[src/sv/pst_pkg.sv]
// Shared types and constants for the plane side and ray test unit.
`default_nettype none
package pst_pkg;

    localparam logic [1:0] OP_POINT  = 2'd0;
    localparam logic [1:0] OP_SPHERE = 2'd1;
    localparam logic [1:0] OP_BOX    = 2'd2;
    localparam logic [1:0] OP_RAY    = 2'd3;

    localparam logic [1:0] SIDE_NEG      = 2'd0;
    localparam logic [1:0] SIDE_POS      = 2'd1;
    localparam logic [1:0] SIDE_ON       = 2'd2;
    localparam logic [1:0] SIDE_STRADDLE = 2'd3;

    localparam logic [2:0] REG_NORMAL_X = 3'd0;
    localparam logic [2:0] REG_NORMAL_Y = 3'd1;
    localparam logic [2:0] REG_NORMAL_Z = 3'd2;
    localparam logic [2:0] REG_OFFSET   = 3'd3;
    localparam logic [2:0] REG_EPSILON  = 3'd4;

    localparam int DIV_STEPS = 32;

    typedef struct packed {
        logic signed [31:0] normal_x;
        logic signed [31:0] normal_y;
        logic signed [31:0] normal_z;
        logic signed [31:0] plane_offset;
        logic [15:0]        epsilon;
    } pst_cfg_t;

    typedef struct packed {
        logic [1:0]  side;
        logic        is_ray;
        logic        parallel;
        logic        same_sign;
        logic [31:0] dist_sat;
    } pst_meta_t;

    typedef struct packed {
        logic        valid;
        logic [63:0] num;
        logic [63:0] den;
        pst_meta_t   meta;
    } pst_div_req_t;

    typedef struct packed {
        logic        valid;
        logic        ovf;
        logic [31:0] quo;
        pst_meta_t   meta;
    } pst_div_rsp_t;

endpackage
`default_nettype wire

[src/sv/pst_cfg_regs.sv]
// APB register file holding the plane and tolerance.
`default_nettype none
module pst_cfg_regs (
    input  wire logic             clk,
    input  wire logic             rst_n,
    input  wire logic             psel,
    input  wire logic             penable,
    input  wire logic             pwrite,
    input  wire logic [4:0]       paddr,
    input  wire logic [31:0]      pwdata,
    output logic      [31:0]      prdata,
    output logic                  pready,
    output pst_pkg::pst_cfg_t     cfg
);
    import pst_pkg::*;

    pst_cfg_t cfg_reg;
    logic     wr_en;

    assign pready = 1'b1;
    assign wr_en  = psel && penable && pwrite;
    assign cfg    = cfg_reg;

    always_ff @(posedge clk or negedge rst_n)
    begin
        if (!rst_n)
        begin
            cfg_reg.normal_x     <= '0;
            cfg_reg.normal_y     <= '0;
            cfg_reg.normal_z     <= '0;
            cfg_reg.plane_offset <= '0;
            cfg_reg.epsilon      <= 16'd1;
        end
        else if (wr_en)
        begin
            case (paddr[4:2])
                REG_NORMAL_X: cfg_reg.normal_x     <= pwdata;
                REG_NORMAL_Y: cfg_reg.normal_y     <= pwdata;
                REG_NORMAL_Z: cfg_reg.normal_z     <= pwdata;
                REG_OFFSET:   cfg_reg.plane_offset <= pwdata;
                REG_EPSILON:  cfg_reg.epsilon      <= pwdata[15:0];
                default:      ;
            endcase
        end
    end

    always_comb
    begin
        case (paddr[4:2])
            REG_NORMAL_X: prdata = cfg_reg.normal_x;
            REG_NORMAL_Y: prdata = cfg_reg.normal_y;
            REG_NORMAL_Z: prdata = cfg_reg.normal_z;
            REG_OFFSET:   prdata = cfg_reg.plane_offset;
            REG_EPSILON:  prdata = {16'd0, cfg_reg.epsilon};
            default:      prdata = 32'd0;
        endcase
    end

endmodule
`default_nettype wire

[config.mk]
export PLATFORM = sky130hd
export DESIGN_NAME = pst_cfg_regs
export DESIGN_NICKNAME = d
export VERILOG_FILES = /design/src/sv/pst_pkg.sv /design/src/sv/pst_cfg_regs.sv
export SDC_FILE = /design/constraint.sdc
export NUM_CORES = 1
export LEC_CHECK = 0
export ABC_AREA = 1
export BUFFER_PORTS_ARGS = -buffer_cell sky130_fd_sc_hd__buf_2
export CORE_ASPECT_RATIO = 1.2
export CORE_MARGIN = 3
export CORE_UTILIZATION = 50
export CTS_BUF_LIST = sky130_fd_sc_hd__clkbuf_16
export DETAILED_ROUTE_END_ITERATION = 12
export PLACE_DENSITY = 0.78
export SLEW_MARGIN = 10
export SYNTH_ARGS = -nofsm -noshare
export SYNTH_HDL_FRONTEND = slang
export SYNTH_SLANG_ARGS = --single-unit
[constraint.sdc]
create_clock -name clk -period 1.5 [get_ports clk]
set_input_delay 0.3 -clock clk [delete_from_list [all_inputs] [get_ports clk]]
set_output_delay 0.3 -clock clk [all_outputs]
set_load 0.01 [all_outputs]
==> results of run 1 <==
[kinds of logic after synthesis]
family | after synthesis
AO/OA/AOI/OAI | 145
other | 1
AND/OR/NAND/NOR | 521
buffers and inverters | 80
flip-flops | 144
[area by class of cell]
| cell class | count | area share |
|---|---|---|
| Tap cell | 171 | 0.0213 |
| Timing Repair Buffer | 328 | 0.245 |
| Clock buffer | 17 | 0.0424 |
| Sequential cell | 144 | 0.359 |
| Clock inverter | 15 | 0.0239 |
| Multi-Input combinational cell | 667 | 0.305 |
| Inverter | 6 | 0.00312 |
[what timing repair did]
item | CTS | global route
endpoints found under the hold margin | 29 | 0
pin swaps | 40 | 17
setup endpoints to repair | 32 | 33
hold buffers | 1 | 0
gates resized for setup | 26 | 21
buffers inserted | 46 | 9
gates cloned | 8 | 1
[critical path, delay by kind of cell (launching register included)]
family | cells | cell delay, ns
buffers and inverters | 1 | 0.12
flip-flops | 1 | 0.54
AND/OR/NAND/NOR | 4 | 0.24
[cell usage in the layout, fill, tap and decap left out]
cell type / Yosys / final
sky130_fd_sc_hd__nor2_2: 0 / 1
sky130_fd_sc_hd__dfrtp_1: 143 / 143
sky130_fd_sc_hd__o21ai_0: 124 / 123
sky130_fd_sc_hd__nand2_2: 0 / 9
sky130_fd_sc_hd__nor2_1: 17 / 16
sky130_fd_sc_hd__buf_16: 0 / 7
sky130_fd_sc_hd__clkbuf_16: 0 / 18
sky130_fd_sc_hd__buf_6: 14 / 9
sky130_fd_sc_hd__nand4_1: 48 / 48
sky130_fd_sc_hd__inv_6: 0 / 2
sky130_fd_sc_hd__clkinv_4: 0 / 2
sky130_fd_sc_hd__inv_1: 5 / 4
sky130_fd_sc_hd__nor2_8: 1 / 1
sky130_fd_sc_hd__buf_12: 0 / 25
sky130_fd_sc_hd__bufinv_16: 0 / 6
sky130_fd_sc_hd__buf_2: 19 / 208
sky130_fd_sc_hd__nand3_1: 80 / 76
sky130_fd_sc_hd__buf_4: 11 / 76
sky130_fd_sc_hd__inv_2: 1 / 1
sky130_fd_sc_hd__nor2_4: 6 / 6
sky130_fd_sc_hd__nand2_4: 3 / 3
sky130_fd_sc_hd__nand3_2: 1 / 4
sky130_fd_sc_hd__buf_8: 0 / 1
sky130_fd_sc_hd__nand3_4: 1 / 2
sky130_fd_sc_hd__o21ai_1: 21 / 21
sky130_fd_sc_hd__dlygate4sd3_1: 0 / 1
sky130_fd_sc_hd__o21ai_2: 0 / 1
sky130_fd_sc_hd__clkinvlp_4: 0 / 3
sky130_fd_sc_hd__nand2_1: 364 / 355
sky130_fd_sc_hd__clkinv_2: 0 / 3
sky130_fd_sc_hd__conb_1: 1 / 1
sky130_fd_sc_hd__dfstp_2: 1 / 1
[metrics by stage]
step	setup TNS (ns)	power [mW]	util	cell area (um^2)
after floorplan	0	6.44	-	7080
after global placement	-3.36	7.86	0.616	8510
after detailed placement	-4.33	7.95	0.616	8510
after CTS	-1.94	13.1	0.716	9890
after global routing	-3.60	13.9	0.726	10000
final	-1.75	13.3	0.726	10000
[routing by layer]
layer,up-vias,global-route usage
met2,514,0.544
met4,0,0.164
met3,97,0.0784
met1,3716,0.423
li1,3520,-
met5,-,0
[power by group]
group          internal (mW)  switching, mW  total [mW]
sequential              4.61          0.546        5.16
clock                   3.11           1.68        4.80
combinational           1.43           1.87        3.30
[path summary, 6_finish.rpt]
| path | startpoint | endpoint | cells past startpoint |
|---|---|---|---|
| worst max-delay path | cfg[0] | prdata[0] | 5 |
| worst min-delay path | pwdata[26] | cfg[106] | 3 |
| worst max register to register | cfg[123] | cfg[123] | 4 |
| worst min register to register | cfg[16] | cfg[16] | 2 |
| max in group asynchronous | rst_n | cfg[0] | 3 |
| min in group asynchronous | rst_n | cfg[38] | 2 |
==> qor.yml, run 1 <==
outcome: "finished with violations"
failed_checks: "setup timing"
total_leakage_power_nw: 5.54
period_share: 1.08
post_route_cells_drive_above_1_share: 0.331
synth.top_cell.area_share: 0.505
largest_family_of_logic_cells_by_synthesized_area: "simple AND/OR/NAND/NOR gates"
yosysUniqueCellTypes: 21
most_used_flip_flop_cell_after_synthesis: "sky130_fd_sc_hd__dfrtp_1"
port_buffers: 215
groute.usage.overall: 0.336
synth-compound-area-share: 0.102
synth.most_common_cell: "sky130_fd_sc_hd__nand2_1"
unrepaired_setup_endpoints_after_global_routing: "true"
filler_cell_count: 1082
synth-edff-count: 0
criticalPathCategory: "reg2out"
syn2layout_area_growth_pct: 41.7
route.detailed.drc: 0
drt.antenna.violating_nets: 0
place_inst: 1252
p_per_area_nw_per_um2: 1320
detailedPlace.worstSlack_ns: -0.120
fin_worst_skew_ns: 0
highest-signal-layer: "met4"
multiInputGateArea_um2: 3070
overflow: 0
grt_max_degree: 59
synthAdderAreaFrac: 0
finish.cell_count_without_fillers: 1348
syn_nets: 933
holdWs_ns: 0.127
tritoncts: "yes"
startpoint_type: "flip-flop"
largest_register_ffs: 144
vdd.ir_drop.worst_uv: 709
final-seq-area_um2: 3600
syn-instance-count: 891
critical_path.endpoint_type: "primary output"
drt-vias-per-instance: 5.82
drt-met1-wl_um: 9550
hold_path_class: "in2reg"
die_width_um: 115
routed_wire_length_um: 26100
die_area_um2: 15600
detailroute.via_count: 7847
numCtsBuffers: 17
clkLatencyLatePin_ns: 0.41
n_antenna_cell: 0
detail_route.wl_per_cell_um: 19.4
cts.sinks: 144
clk_pin_slew_ns: 0.06
synth_xor_area_frac: 0
timing.critical_path.required_ns: 1.20
synthesis.yosys.warnings: 0
met2_length_um: 12800
fin_ws_ns: -0.113
synth_sequential_area_ratio: 0.509
netlist_top_cells_area: "sky130_fd_sc_hd__dfrtp_1 (51%), sky130_fd_sc_hd__nand2_1 (19%), sky130_fd_sc_hd__o21ai_0 (8.8%), sky130_fd_sc_hd__nand3_1 (5.7%), sky130_fd_sc_hd__nand4_1 (4.2%)"
met3_wirelength_um: 2730
timing.reg2reg.setup_slack_ns: 0.59
clk_tree_root_cell: "sky130_fd_sc_hd__clkbuf_16"
max-cap-violations: 0
first_pass_grt_wire_length_um: 40600
timing.fmax_ghz: 0.620
cts-root-to-sink-buffers: 2
io-pin-count: 219
drt-pass1-iter-count: 7
clock_tree.htree_level_count: 4
final_critical_delay_including_setup_and_external_delays_ns: 1.61
die-height_um: 136
worst_path_largest_cell_delay_ns: 0.54
setup_viol_count_final: 32
critical_path_cell_with_the_highest_stage_delay: "sky130_fd_sc_hd__dfstp_2"
postSynthAreaPerCell_um2: 7.95
layout.nets: 1206
synth_async_sr_flop_share: 1.00
place_hpwl_um: 15900
yosys.area_share.simple: 0.322
crit_chain: "nand3_2 -> nand2_2 -> nor2_2 -> nand2_1 -> buf_2"
row_count: 47
netlist_top_cells_count: "sky130_fd_sc_hd__nand2_1 (364), sky130_fd_sc_hd__dfrtp_1 (143), sky130_fd_sc_hd__o21ai_0 (124)"
leading_area_contributor_after_synthesis: "sky130_fd_sc_hd__dfrtp_1"
core-area_um2: 13800
vias_in_the_first_global_route: 7566
worstPathMaxFanout: 2
drt_iter0_markers: 828
yosys-mux-area-fraction: 0
ys_seq_elements: 144
floorplan.initialDensity: 0.513
max_slew_vio_count: 0
routabilityCongestion: 0.813
report.final.hold_viol_count: 0
worst_ep_arrival_time_ns: 1.31
post_syn_area_um2: 7080
antenna_violations_before_repair: 0
Power figures use the tool's default switching activity.
==> run 2: changes to the inputs <==
Settings changed: CORE_UTILIZATION 50 to 47, PLACE_DENSITY 0.78 to 0.77.
Clock period 1.5 ns to 1.4 ns, I/O delays scaled along.
==> run 2 against run 1 <==
- die area up 6.1%
- critical endpoint is now prdata[25]
- the run still ends with setup timing left
- largest cell class unchanged
- cell area rose by 3.1%
- count of clock-buffer cells in the layout stayed put
==> qor.yml, run 2 (synthesized netlist as in run 1, its figures left out) <==
report.final.hold_viol_count: 0
critical_path.endpoint_type: "primary output"
clk_tree_root_cell: "sky130_fd_sc_hd__clkbuf_16"
failed_checks: "setup timing"
numCtsBuffers: 17
overflow: 0
clock_tree.htree_level_count: 4
routabilityCongestion: 0.877
unrepaired_setup_endpoints_after_global_routing: "true"
first_pass_grt_wire_length_um: 41800
final-seq-area_um2: 3600
final_critical_delay_including_setup_and_external_delays_ns: 1.58
placement.cell_area_um2: 8630
finalSetupTns_ns: -3.63
timing.fmax_ghz: 0.634
highest_count_cells_in_the_layout_ignoring_fill_and_taps: "sky130_fd_sc_hd__nand2_1 (364), sky130_fd_sc_hd__buf_2 (201), sky130_fd_sc_hd__dfrtp_1 (143)"
post_route_cells_drive_above_1_share: 0.348
setup_viol_count_final: 39
drt_iter0_markers: 880
vias_in_the_first_global_route: 7793
worstPathMaxFanout: 6
max_slew_vio_count: 0
die_width_um: 118
startpoint_type: "input port"
row_count: 48
grt_max_degree: 61
drt-vias-per-instance: 5.61
clk_pin_slew_ns: 0.06
max-cap-violations: 0
io-pin-count: 219
detail_route.wl_per_cell_um: 18.6
n_antenna_cell: 0
route.detailed.drc: 0
total_leakage_power_nw: 5.74
tritoncts: "yes"
drt.antenna.violating_nets: 0
holdWs_ns: 0.113
hold_path_class: "in2reg"
period_share: 1.13
port_buffers: 215
cts.sinks: 144
filler_cell_count: 1160
worst_ep_arrival_time_ns: 1.30
multiInputGateArea_um2: 3060
most_frequent_standard_cell_in_the_layout_excluding_fill_and_tap_cells: "sky130_fd_sc_hd__nand2_1"
die-height_um: 140
place_hpwl_um: 16500
finish.cell_count_without_fillers: 1421
fin_worst_skew_ns: 0
cts-root-to-sink-buffers: 2
outcome: "finished with violations"
criticalPathCategory: "in2out"
place_inst: 1289
largest_register_ffs: 144
core-area_um2: 14600
layout.nets: 1250
detailroute.via_count: 7970
fin_ws_ns: -0.177
syn2layout_area_growth_pct: 46.1
finalInstanceArea_um2: 10400
p_per_area_nw_per_um2: 1380
die_area_um2: 16600
vdd.ir_drop.worst_uv: 841
drt-pass1-iter-count: 6
routed_wire_length_um: 26500
floorplan.initialDensity: 0.485
groute.usage.overall: 0.317
antenna_violations_before_repair: 0
timing.critical_path.required_ns: 1.12
clkLatencyLatePin_ns: 0.41
-- run 2: cell types whose count changed in the layout (fill, tap and decap cells not counted), moves of 4 or more --
cell / previous run / this run
sky130_fd_sc_hd__nand2_1: 355 / 364
sky130_fd_sc_hd__buf_6: 9 / 30
sky130_fd_sc_hd__nand2_2: 9 / 0
sky130_fd_sc_hd__buf_2: 208 / 201
sky130_fd_sc_hd__clkinv_1: 0 / 4
sky130_fd_sc_hd__buf_16: 7 / 2
sky130_fd_sc_hd__buf_12: 25 / 20
sky130_fd_sc_hd__nor2_1: 16 / 11
sky130_fd_sc_hd__buf_4: 76 / 114
sky130_fd_sc_hd__nor2_2: 1 / 6
-- run 2: final cells by class --
class                   count  area share
multi-input cells         667       0.296
repair buffers            372       0.268
clock buffers              17      0.0411
well taps                 200      0.0242
inverters                   6     0.00387
flip-flops and latches    144       0.348
clock inverters            15      0.0193
-- run 2: path summary, 6_finish.rpt --
kind	from	cells after the start	slack [ns]	to
hold / removal	pwdata[0]	3	0.11	cfg[0]
hold reg to reg	cfg[20]	2	0.51	cfg[20]
setup / recovery	paddr[4]	8	-0.18	prdata[25]
setup reg to reg	cfg[28]	4	0.51	cfg[28]
min in group asynchronous	rst_n	2	0.33	cfg[75]
max in group asynchronous	rst_n	3	0.57	cfg[49]
-- run 2: worst max-delay path, stage by stage --
cell	delay, ns
sky130_fd_sc_hd__buf_4	0.15
sky130_fd_sc_hd__inv_6	0.05
sky130_fd_sc_hd__buf_4	0.14
sky130_fd_sc_hd__buf_8	0.13
sky130_fd_sc_hd__clkbuf_16	0.15
sky130_fd_sc_hd__nand3_1	0.10
sky130_fd_sc_hd__nand4_1	0.12
sky130_fd_sc_hd__buf_2	0.16
-- run 2: repair_timing --
| item | 4_1_cts | 5_1_grt |
|---|---|---|
| gates resized for setup | 28 | 36 |
| gates cloned | 5 | 1 |
| hold endpoints to repair | 26 | 0 |
| setup buffers | 84 | 12 |
| hold buffers | 1 | 0 |
| pin swaps | 76 | 10 |
| setup endpoints to repair | 32 | 41 |
-- run 2: where the power goes --
group | switching, mW | internal [mW] | leakage (nW)
registers | 0.570 | 4.95 | 1.86
clock network | 1.69 | 3.12 | 0.301
logic | 2.14 | 1.87 | 3.57
total | 4.40 | 9.93 | 5.74
-- run 2: layer usage --
| layer | part of all wire | routed length, um | GRT usage |
|---|---|---|---|
| met3 | 0.097 | 2570 | 0.0626 |
| met1 | 0.37 | 9730 | 0.385 |
| met2 | 0.49 | 13000 | 0.532 |
| met4 | 0.045 | 1180 | 0.168 |
| met5 | 0 | 0 | 0 |
-- run 2: stage by stage --
step / utilization / total power [mW] / worst slack [ns]
2_1_floorplan: - / 6.90 / 0.0156
3_3_place_gp: 0.592 / 8.46 / -0.139
3_5_place_dp: 0.592 / 8.56 / -0.154
4_1_cts: 0.694 / 14.1 / -0.184
5_1_grt: 0.709 / 15.0 / -0.248
6_report: 0.709 / 14.3 / -0.177
